`config.mk`:
```
export PLATFORM = sky130hd
export DESIGN_NAME = kernel_occupancy_check_unit
export DESIGN_NICKNAME = d
export VERILOG_FILES = /design/src/sv/koc_pkg.sv /design/src/sv/koc_div.sv /design/src/sv/kernel_occupancy_check_unit.sv
export SDC_FILE = /design/constraint.sdc
export NUM_CORES = 2
export LEC_CHECK = 0
export ABC_AREA = 0
export BUFFER_PORTS_ARGS = -buffer_cell sky130_fd_sc_hd__buf_4
export CORE_MARGIN = 2
export CORE_UTILIZATION = 40
export DETAILED_ROUTE_END_ITERATION = 8
export SYNTH_ARGS = -nofsm -noshare
export SYNTH_HDL_FRONTEND = slang
export SYNTH_HIERARCHICAL = 1
export SYNTH_SLANG_ARGS = --single-unit
```
`constraint.sdc`:
```
create_clock -name clk -period 44.2 [get_ports clk]
set_input_delay 6.63 -clock clk [delete_from_list [all_inputs] [get_ports clk]]
set_output_delay 6.63 -clock clk [all_outputs]
set_load 0.01 [all_outputs]
```
`src/sv/koc_pkg.sv`:
```
// ----------------------------------------------------------------------------
// koc_pkg
// Shared types and constants for the kernel occupancy check unit.
// ----------------------------------------------------------------------------
package koc_pkg;

  localparam int CFG_IDX_W  = 3;
  localparam int CFG_DATA_W = 19;

  // Configuration register indexes
  typedef enum logic [CFG_IDX_W-1:0] {
    REG_WAVE_SIZE    = 3'd0,
    REG_VREGS_SIMD   = 3'd1,
    REG_SREGS_SIMD   = 3'd2,
    REG_MAX_WAVES    = 3'd3,
    REG_SIMDS_CU     = 3'd4,
    REG_SHARED_CU    = 3'd5,
    REG_MIN_CU_COUNT = 3'd6
  } cfg_reg_t;

  // Divider latency in register stages
  localparam int DIV_LAT = 3;

  // Sideband carried alongside the first divider level
  typedef struct packed {
    logic [31:0] grid;
    logic        gsync;
    logic        complete;
    logic        vzero;
    logic        szero;
    logic        nzero;
  } l1_side_t;

  // Sideband carried alongside the second divider level
  typedef struct packed {
    logic [18:0] lds;
    logic        nzero;
    logic [31:0] grid;
    logic        gsync;
    logic        complete;
  } l2_side_t;

endpackage

```
`src/sv/koc_div.sv`:
```
// ----------------------------------------------------------------------------
// koc_div
// Pipelined restoring divider; quotient bits split over LAT stages (last
// may get fewer), plus a sideband vector traveling with each operand pair.
// ----------------------------------------------------------------------------
module koc_div #(
  parameter int NW  = 8,
  parameter int DW  = 8,
  parameter int LAT = 3,
  parameter int SW  = 1
) (
  input  logic          clk,
  input  logic          en,
  input  logic [NW-1:0] num,
  input  logic [DW-1:0] den,
  input  logic [SW-1:0] side_in,
  output logic [NW-1:0] quo,
  output logic [SW-1:0] side_out
);

  localparam int SPS = (NW + LAT - 1) / LAT;  // quotient bits per stage

  logic [NW-1:0] acc_q  [LAT];
  logic [DW-1:0] rem_q  [LAT];
  logic [DW-1:0] den_q  [LAT];
  logic [SW-1:0] side_q [LAT];

  for (genvar g = 0; g < LAT; g++) begin : g_stage
    logic [NW-1:0] acc_i, acc_n;
    logic [DW-1:0] rem_i, rem_n, den_i;
    logic [SW-1:0] side_i;

    if (g == 0) begin : g_first
      assign acc_i  = num;
      assign rem_i  = '0;
      assign den_i  = den;
      assign side_i = side_in;
    end else begin : g_next
      assign acc_i  = acc_q[g-1];
      assign rem_i  = rem_q[g-1];
      assign den_i  = den_q[g-1];
      assign side_i = side_q[g-1];
    end

    always_comb begin
      logic [DW:0] trial;
      acc_n = acc_i;
      rem_n = rem_i;
      trial = '0;
      for (int k = 0; k < SPS; k++) begin
        if (g * SPS + k < NW) begin
          trial = {rem_n, acc_n[NW-1]};
          acc_n = {acc_n[NW-2:0], 1'b0};
          if (trial >= {1'b0, den_i}) begin
            rem_n    = DW'(trial - {1'b0, den_i});
            acc_n[0] = 1'b1;
          end else begin
            rem_n = trial[DW-1:0];
          end
        end
      end
    end

    always_ff @(posedge clk) begin
      if (en) begin
        acc_q[g]  <= acc_n;
        rem_q[g]  <= rem_n;
        den_q[g]  <= den_i;
        side_q[g] <= side_i;
      end
    end
  end

  assign quo      = acc_q[LAT-1];
  assign side_out = side_q[LAT-1];

endmodule

```
`src/sv/kernel_occupancy_check_unit.sv`:
```
// ----------------------------------------------------------------------------
// kernel_occupancy_check_unit
// Per-kernel occupancy and grid residency check against device limits.
// ----------------------------------------------------------------------------
// Takes one kernel descriptor per transaction and returns one result
// transaction for it. Descriptors are independent, so a new one is accepted
// every cycle in which desc_stall is low. The pipeline is built from two
// chained 3-stage restoring dividers: the first level computes
// waves per block, the register-limited wave counts and the shared-memory
// block limit; the second divides the per-CU wave budget by waves per block.
// Residency (grid / blocks <= min_cu_count) is evaluated without a divider as
// grid < (min_cu_count + 1) * blocks. The whole pipeline advances together;
// it freezes only while a result sits in the output register and res_stall is
// high, so desc_stall mirrors that condition. Configuration registers are
// written through cfg_we/cfg_index/cfg_data and must only change while idle;
// indexes beyond the list are ignored.
// ----------------------------------------------------------------------------
module kernel_occupancy_check_unit
  import koc_pkg::*;
(
  input  logic                  clk,
  input  logic                  rst,
  // configuration
  input  logic                  cfg_we,
  input  logic [CFG_IDX_W-1:0]  cfg_index,
  input  logic [CFG_DATA_W-1:0] cfg_data,
  // descriptor channel
  input  logic                  desc_valid,
  output logic                  desc_stall,
  input  logic [18:0]           shared_bytes_needed,
  input  logic [31:0]           grid_blocks,
  input  logic [10:0]           block_threads,
  input  logic [10:0]           vector_regs_used,
  input  logic [10:0]           scalar_regs_used,
  input  logic                  needs_global_sync,
  input  logic                  metadata_complete,
  // result channel
  output logic                  res_valid,
  input  logic                  res_stall,
  output logic [8:0]            cu_blocks,
  output logic                  annotated,
  output logic                  all_resident,
  output logic                  check_failed
);

  localparam int NSTG = 2 * DIV_LAT + 3;  // total register stages

  // Configuration registers
  logic [6:0]  wave_size;
  logic [12:0] vector_regs_per_simd;
  logic [12:0] scalar_regs_per_simd;
  logic [5:0]  max_waves_per_simd;
  logic [3:0]  simds_per_cu;
  logic [18:0] shared_bytes_per_cu;
  logic [10:0] min_cu_count;

  always_ff @(posedge clk) begin
    if (rst) begin
      wave_size            <= 7'd64;
      vector_regs_per_simd <= 13'd512;
      scalar_regs_per_simd <= 13'd800;
      max_waves_per_simd   <= 6'd8;
      simds_per_cu         <= 4'd4;
      shared_bytes_per_cu  <= 19'd65536;
      min_cu_count         <= 11'd64;
    end else if (cfg_we) begin
      case (cfg_reg_t'(cfg_index))
        REG_WAVE_SIZE:    wave_size            <= cfg_data[6:0];
        REG_VREGS_SIMD:   vector_regs_per_simd <= cfg_data[12:0];
        REG_SREGS_SIMD:   scalar_regs_per_simd <= cfg_data[12:0];
        REG_MAX_WAVES:    max_waves_per_simd   <= cfg_data[5:0];
        REG_SIMDS_CU:     simds_per_cu         <= cfg_data[3:0];
        REG_SHARED_CU:    shared_bytes_per_cu  <= cfg_data;
        REG_MIN_CU_COUNT: min_cu_count         <= cfg_data[10:0];
        default: ;
      endcase
    end
  end

  // Global advance: the pipeline moves unless a held result is stalled
  logic en;
  logic [NSTG-1:0] vld;

  assign en         = !(vld[NSTG-1] && res_stall);
  assign desc_stall = !en;

  always_ff @(posedge clk) begin
    if (rst) begin
      vld <= '0;
    end else if (en) begin
      vld <= {vld[NSTG-2:0], desc_valid};
    end
  end

  // ---------------- first divider level ----------------
  logic [6:0]  ws_eff;
  logic [11:0] wb_num;
  l1_side_t    s1_in, s1_out;
  logic [11:0] wb_q;
  logic [12:0] qv, qs;
  logic [18:0] lds_q;
  logic [$bits(l1_side_t)-1:0] s1_vec;

  assign ws_eff = (wave_size == 7'd0) ? 7'd1 : wave_size;
  assign wb_num = 12'(block_threads) + 12'(ws_eff) - 12'd1;

  assign s1_in.grid     = grid_blocks;
  assign s1_in.gsync    = needs_global_sync;
  assign s1_in.complete = metadata_complete;
  assign s1_in.vzero    = (vector_regs_used == 11'd0);
  assign s1_in.szero    = (scalar_regs_used == 11'd0);
  assign s1_in.nzero    = (shared_bytes_needed == 19'd0);

  koc_div #(.NW(12), .DW(7), .LAT(DIV_LAT), .SW(1)) u_div_wb (
    .clk(clk), .en(en), .num(wb_num), .den(ws_eff), .side_in(1'b0),
    .quo(wb_q), .side_out()
  );

  koc_div #(.NW(13), .DW(11), .LAT(DIV_LAT), .SW(1)) u_div_v (
    .clk(clk), .en(en), .num(vector_regs_per_simd), .den(vector_regs_used),
    .side_in(1'b0), .quo(qv), .side_out()
  );

  koc_div #(.NW(13), .DW(11), .LAT(DIV_LAT), .SW(1)) u_div_s (
    .clk(clk), .en(en), .num(scalar_regs_per_simd), .den(scalar_regs_used),
    .side_in(1'b0), .quo(qs), .side_out()
  );

  koc_div #(.NW(19), .DW(19), .LAT(DIV_LAT), .SW($bits(l1_side_t))) u_div_l (
    .clk(clk), .en(en), .num(shared_bytes_per_cu), .den(shared_bytes_needed),
    .side_in(s1_in), .quo(lds_q), .side_out(s1_vec)
  );

  assign s1_out = l1_side_t'(s1_vec);

  // ---------------- wave budget stage ----------------
  logic [5:0]  wv_lim, ws_lim, waves_simd;
  logic [9:0]  budget;
  logic [11:0] wb_eff;
  logic [9:0]  m_budget;
  logic [11:0] m_wb;
  l2_side_t    m_side;

  always_comb begin
    wv_lim = max_waves_per_simd;
    if (!s1_out.vzero && (qv < {7'd0, max_waves_per_simd})) begin
      wv_lim = qv[5:0];
    end
    ws_lim = wv_lim;
    if (!s1_out.szero && (qs < {7'd0, wv_lim})) begin
      ws_lim = qs[5:0];
    end
    waves_simd = ws_lim;
    budget     = 10'(waves_simd) * 10'(simds_per_cu);
    wb_eff     = (wb_q == 12'd0) ? 12'd1 : wb_q;
  end

  always_ff @(posedge clk) begin
    if (en) begin
      m_budget        <= budget;
      m_wb            <= wb_eff;
      m_side.lds      <= lds_q;
      m_side.nzero    <= s1_out.nzero;
      m_side.grid     <= s1_out.grid;
      m_side.gsync    <= s1_out.gsync;
      m_side.complete <= s1_out.complete;
    end
  end

  // ---------------- second divider level ----------------
  logic [9:0] gpr_q;
  logic [$bits(l2_side_t)-1:0] s2_vec;
  l2_side_t s2_out;

  koc_div #(.NW(10), .DW(12), .LAT(DIV_LAT), .SW($bits(l2_side_t))) u_div_gpr (
    .clk(clk), .en(en), .num(m_budget), .den(m_wb),
    .side_in(m_side), .quo(gpr_q), .side_out(s2_vec)
  );

  assign s2_out = l2_side_t'(s2_vec);

  // ---------------- block count stage ----------------
  logic [9:0]  b_blocks;
  logic [31:0] b_grid;
  logic        b_gsync, b_complete;

  always_ff @(posedge clk) begin
    if (en) begin
      if (s2_out.nzero || ({9'd0, gpr_q} <= s2_out.lds)) begin
        b_blocks <= gpr_q;
      end else begin
        b_blocks <= s2_out.lds[9:0];
      end
      b_grid     <= s2_out.grid;
      b_gsync    <= s2_out.gsync;
      b_complete <= s2_out.complete;
    end
  end

  // ---------------- residency and output register ----------------
  logic [21:0] cu_cap;
  logic        resident, fits;

  assign cu_cap   = (22'(min_cu_count) + 22'd1) * 22'(b_blocks);
  assign resident = ({10'd0, cu_cap} > b_grid);
  assign fits     = b_complete && (b_blocks != 10'd0);

  always_ff @(posedge clk) begin
    if (en) begin
      if (fits) begin
        cu_blocks    <= (b_blocks > 10'd511) ? 9'd511 : b_blocks[8:0];
        annotated    <= 1'b1;
        all_resident <= resident;
        check_failed <= b_gsync && !resident;
      end else begin
        cu_blocks    <= 9'd0;
        annotated    <= 1'b0;
        all_resident <= 1'b0;
        check_failed <= b_gsync;
      end
    end
  end

  assign res_valid = vld[NSTG-1];

`ifndef SYNTHESIS
  a_ann_nonzero : assert property (@(posedge clk) disable iff (rst)
    res_valid && annotated |-> cu_blocks != 9'd0)
    else $error("annotated result with zero block count");

  a_fail_not_res : assert property (@(posedge clk) disable iff (rst)
    res_valid && check_failed |-> !all_resident)
    else $error("check failed on a resident grid");

  a_unann_zero : assert property (@(posedge clk) disable iff (rst)
    res_valid && !annotated |-> !all_resident && cu_blocks == 9'd0)
    else $error("unannotated result carries occupancy data");
`endif

endmodule
```
# After elaboration in Yosys (flattened, before gate mapping)
# Memory sizes are Yosys's and may differ from the RTL's. A register that Yosys moved wholly into a read port is not among the register bits.
# Index checks and enable logic that the tools add are counted.
# totals
ff_bits,195
ram_bits,834
input_bits,113
out_inout_bits,14
elab_cells,355
n_memories,17
# memory_table
name,depth,width,read_ports,rd_clocked_by_memory_dff,write_ports,line,rtl
u_div_gpr.side_q,3,54,3,0,3,koc_div.sv:26,logic [SW-1:0] side_q [LAT];
u_div_l.side_q,3,37,3,0,3,koc_div.sv:26,
u_div_l.acc_q,3,19,3,1,3,koc_div.sv:23,logic [NW-1:0] acc_q [LAT];
u_div_l.den_q,3,19,2,0,3,koc_div.sv:25,logic [DW-1:0] den_q [LAT];
u_div_l.rem_q,3,19,2,0,3,koc_div.sv:24,logic [DW-1:0] rem_q [LAT];
u_div_s.acc_q,3,13,3,0,3,koc_div.sv:23,
11 more memories,--,--,--,--,--,--,
# op_classes
add_sub_neg,70
n_mul,2
n_lt_le_gt_ge,72
eq_ne,6
n_mux,142
n_reduce_logical,24
# op_table
op,n
$mux 19,19
$ge 20x19->1,18
$sub 19x19->19,18
$ge 12x11->1,24
$mux 11,26
$sub 11x11->11,24
$mux 12,10
$ge 13x12->1,9
$sub 12x12->12,9
$mux 7,13
$ge 8x7->1,11
$sub 7x7->7,11
$mux 1,70
$gt 22x32->1,1
$lt 13x6->1,2
$ge 1x11->1,2
$logic_not 11->1,2
$mul 12x10->22,1
$sub 1x11->11,2
$ge 1x19->1,1
$le 10x19->1,1
$logic_not 19->1,1
$sub 1x19->19,1
$reduce_and 2->1,7
other kinds (22),33

# Depth between registers and ports, before layout
# An unclocked memory read counts as a cell.
# depth
ltp_word,15
ltp_mapped,97
ltp_nobuf,90

# Hierarchy
# The synthesis kept the hierarchy.
# modules_own_cells
mod,n_inst,cells_per_inst,area_per_inst_um2,seq_area_each_um2
koc_div at u_div_l,1,2998,26894.5,7327.0
koc_div at u_div_s ...,2,1115,10060.9,2582.5
kernel_occupancy_check_unit,1,1384,13907.1,5605.4
koc_div at u_div_gpr,1,1018,13083.8,7206.9
koc_div at u_div_wb,1,599,6048.3,2011.9

# Worst setup path after synthesis
# Ideal clock, no wire load.
# synth_timing
path_kind,in2out
from,input res_stall
to,output desc_stall
arrival_time_ns,31.044
required_time_ns,37.570
path_slack_ns,6.526
path_stages,2
path_buffers,0
cell_sequence,nand2_1 -> clkinv_1
# synth_via
elab_chain_cells,1
# synth_rtl
element,line,rtl
start: declaration,kernel_occupancy_check_unit.sv:39,"input logic res_stall,"
$logic_and 1x1->1,kernel_occupancy_check_unit.sv:84,assign en = !(vld[NSTG-1] && res_stall);
end: declaration,kernel_occupancy_check_unit.sv:29,"output logic desc_stall,"
# Every way passes these cells.

==> metrics.md <==
| Metric | Value |
|---|---|
| Status | `completed` |
| Endpoint class of the critical path | `flop` |
| CP arrival | `27,660 ps` |
| IO Pins | `127` |
| Post-DRT Antenna Nets | `0` |
| Setup Viol. Count Final | `0` |
| GR Overflow Total | `0` |
| GRT Util Overall | `20.30%` |
| Post-Syn Area | `0.07978 mm²` |
| Clk sinks | `928` |
| Worst-Margin Slew | `1230 ps` |
| Final setup TNS | `0 ps` |
| Critical Path Slowest Stage Cell | `nor4_1` |
| CTS tree | `done` |
| Area grow syn2layout | `8.784%` |
| CP most frequent cell | `a21oi_1` |
| Die area | `0.2030 mm²` |
| Period utilisation layout | `61.51%` |
| Routed wire length per instance | `19.18 µm` |
| Static Leakage | `0.03922 µW` |
| Crit-path max FO | `29` |
| Die W | `450.6 µm` |
| CTS buffer count | `105` |
| CTS Hold Bufs | `0` |
| MaxCap Viol Count | `0` |
| 1st-pass router iterations | `5` |
| Syn. warnings | `6` |
| Hold Crit Class | `reg2reg` |
| Fmax | `36.78 MHz` |
| GP Congestion | `0.9298` |
| CP Launch Type | `primary input` |
| Design area | `0.08679 mm²` |
| Post-Synthesis Cells | `8,219` |
| DRT Wirelength | `211,200 µm` |
| Number of global-route vias before repair | `60,340` |
| Area post-placement | `0.08317 mm²` |
| Slew Viols, Final | `0` |
| H-Tree Level Count | `3` |
| Share of cells above drive strength 1 | `9.672%` |
| Core box area | `0.1978 mm²` |
| Setup bufs post-CTS | `0` |
| NumNets Final | `9,462` |
| Global-route wire length before repair | `331,500 µm` |
| DRT iter0 DRCs | `4,149` |
| Clock latency on the worst-skew pair | `750 ps` |
| Antenna violations before repair | `6` |
| Die Ht | `450.6 µm` |
| Commonest non-fill, non-tap cell in the layout | `ha_1` |
| Kind of critical path | `in2reg` |
| Cell row count | `163` |
| RSZ-0062 raised after global routing | `no` |
| Final core area utilization | `43.87%` |
| Vias | `61,270` |
| HPWL after DPL | `166,200 µm` |
| Commonest non-fill, non-tap cells in the layout | `ha_1, edfxtp_1, inv_1` |
| PostCTS Resize Cnt | `0` |
| Worst hold margin | `406.3 ps` |
| CTS clk-pin slew, worst paths | `70 ps` |
| Pwr per Cell Area | `83.75 mW/mm²` |
| Req. time, crit path | `44,680 ps` |
| Initial Util | `40.33%` |
| IO Port Bufs | `126` |
| DR vias/cell | `5.566` |
| Final Hold Fails | `0` |
| Synthesized area per cell | `9.707 µm²` |
| Minimum period implied by the final worst setup slack | `27,190 ps` |
| Root buffer cell | `clkbuf_16` |
| Maximum vdd ir drop | `0.0002666 V` |
| Largest net degree at the start of global routing | `83` |
| Slew margin rel. | `18.00%` |
| Slowest stage delay, CP | `770 ps` |
| Clock Path Buffers | `3` |
| Post-Syn Nets | `9,409` |
| DRC Markers | `0` |
| Clock skew | `54.53 ps` |
-- flip-flops by register name, indices dropped and copies added (netlist names), 32 cells and up --
| name | flops |
|---|---|
| u_div_s/acc_q | 39 |
| u_div_l/side_q | 111 |
| u_div_l/den_q | 38 |
| u_div_wb/acc_q | 36 |
| u_div_l/acc_q | 57 |
| m_side | 54 |
| b_grid | 32 |
| u_div_gpr/side_q | 162 |
| u_div_v/acc_q | 39 |
| u_div_l/rem_q | 38 |
-- worst paths after layout --
path	from	end	slack [ps]	cells past startpoint
max	shared_bytes_needed[6]	u_div_l/rem_q[0][3]	17010	76
min	u_div_l/acc_q[0][45]	m_side[42]	410	0
max reg2reg	u_div_l/den_q[0][17]	u_div_l/rem_q[0][37]	20520	87
min reg2reg	u_div_l/acc_q[0][45]	m_side[42]	410	0
-- layer usage --
| metal | part of all wire [%] | global-route usage, % | vias up |
|---|---|---|---|
| li1 | - | - | 30190 |
| met1 | 46 | 26.89 | 29480 |
| met2 | 47 | 34.45 | 1277 |
| met3 | 3.8 | 2.230 | 325 |
| met4 | 3.2 | 6.673 | 0 |
| met5 | 0 | 0 | - |
-- layout make-up --
cell class / instances / area, µm²
Antenna cell: 4 / 10.01
Clock buffer: 122 / 2733
Clock inverter: 77 / 878.3
Fill cell: 18960 / 111000
Inverter: 749 / 2821
Multi-Input combinational cell: 6323 / 48760
Sequential cell: 928 / 27050
Tap cell: 2640 / 3303
Timing Repair Buffer: 165 / 1239
-- power breakdown --
group          leakage, µW  total [µW]  switching (µW)  internal [µW]
sequential          0.0101        1310            86.5           1220
combinational       0.0273        5060            2650           2410
clock              0.00174         898             382            516
-- critical path, delay by kind of cell --
family | cells | cell delay, ps
buf+inv | 7 | 1810
simple gates | 14 | 4710
fa+ha+maj | 6 | 2510
compound gates | 44 | 9990
mux | 5 | 1900
-- through the flow --
step / total power [µW] / setup slack, ps / instances
after global placement: 6242 / 16860 / 10810
after global routing: 7951 / 15260 / 11010
final: 7269 / 17010 / 11010
after floorplan: 5418 / 6778 / 8219
after CTS: 7286 / 17370 / 11000
after detailed placement: 6342 / 16670 / 10810
No activity file was read; power rests on OpenSTA's default activity.
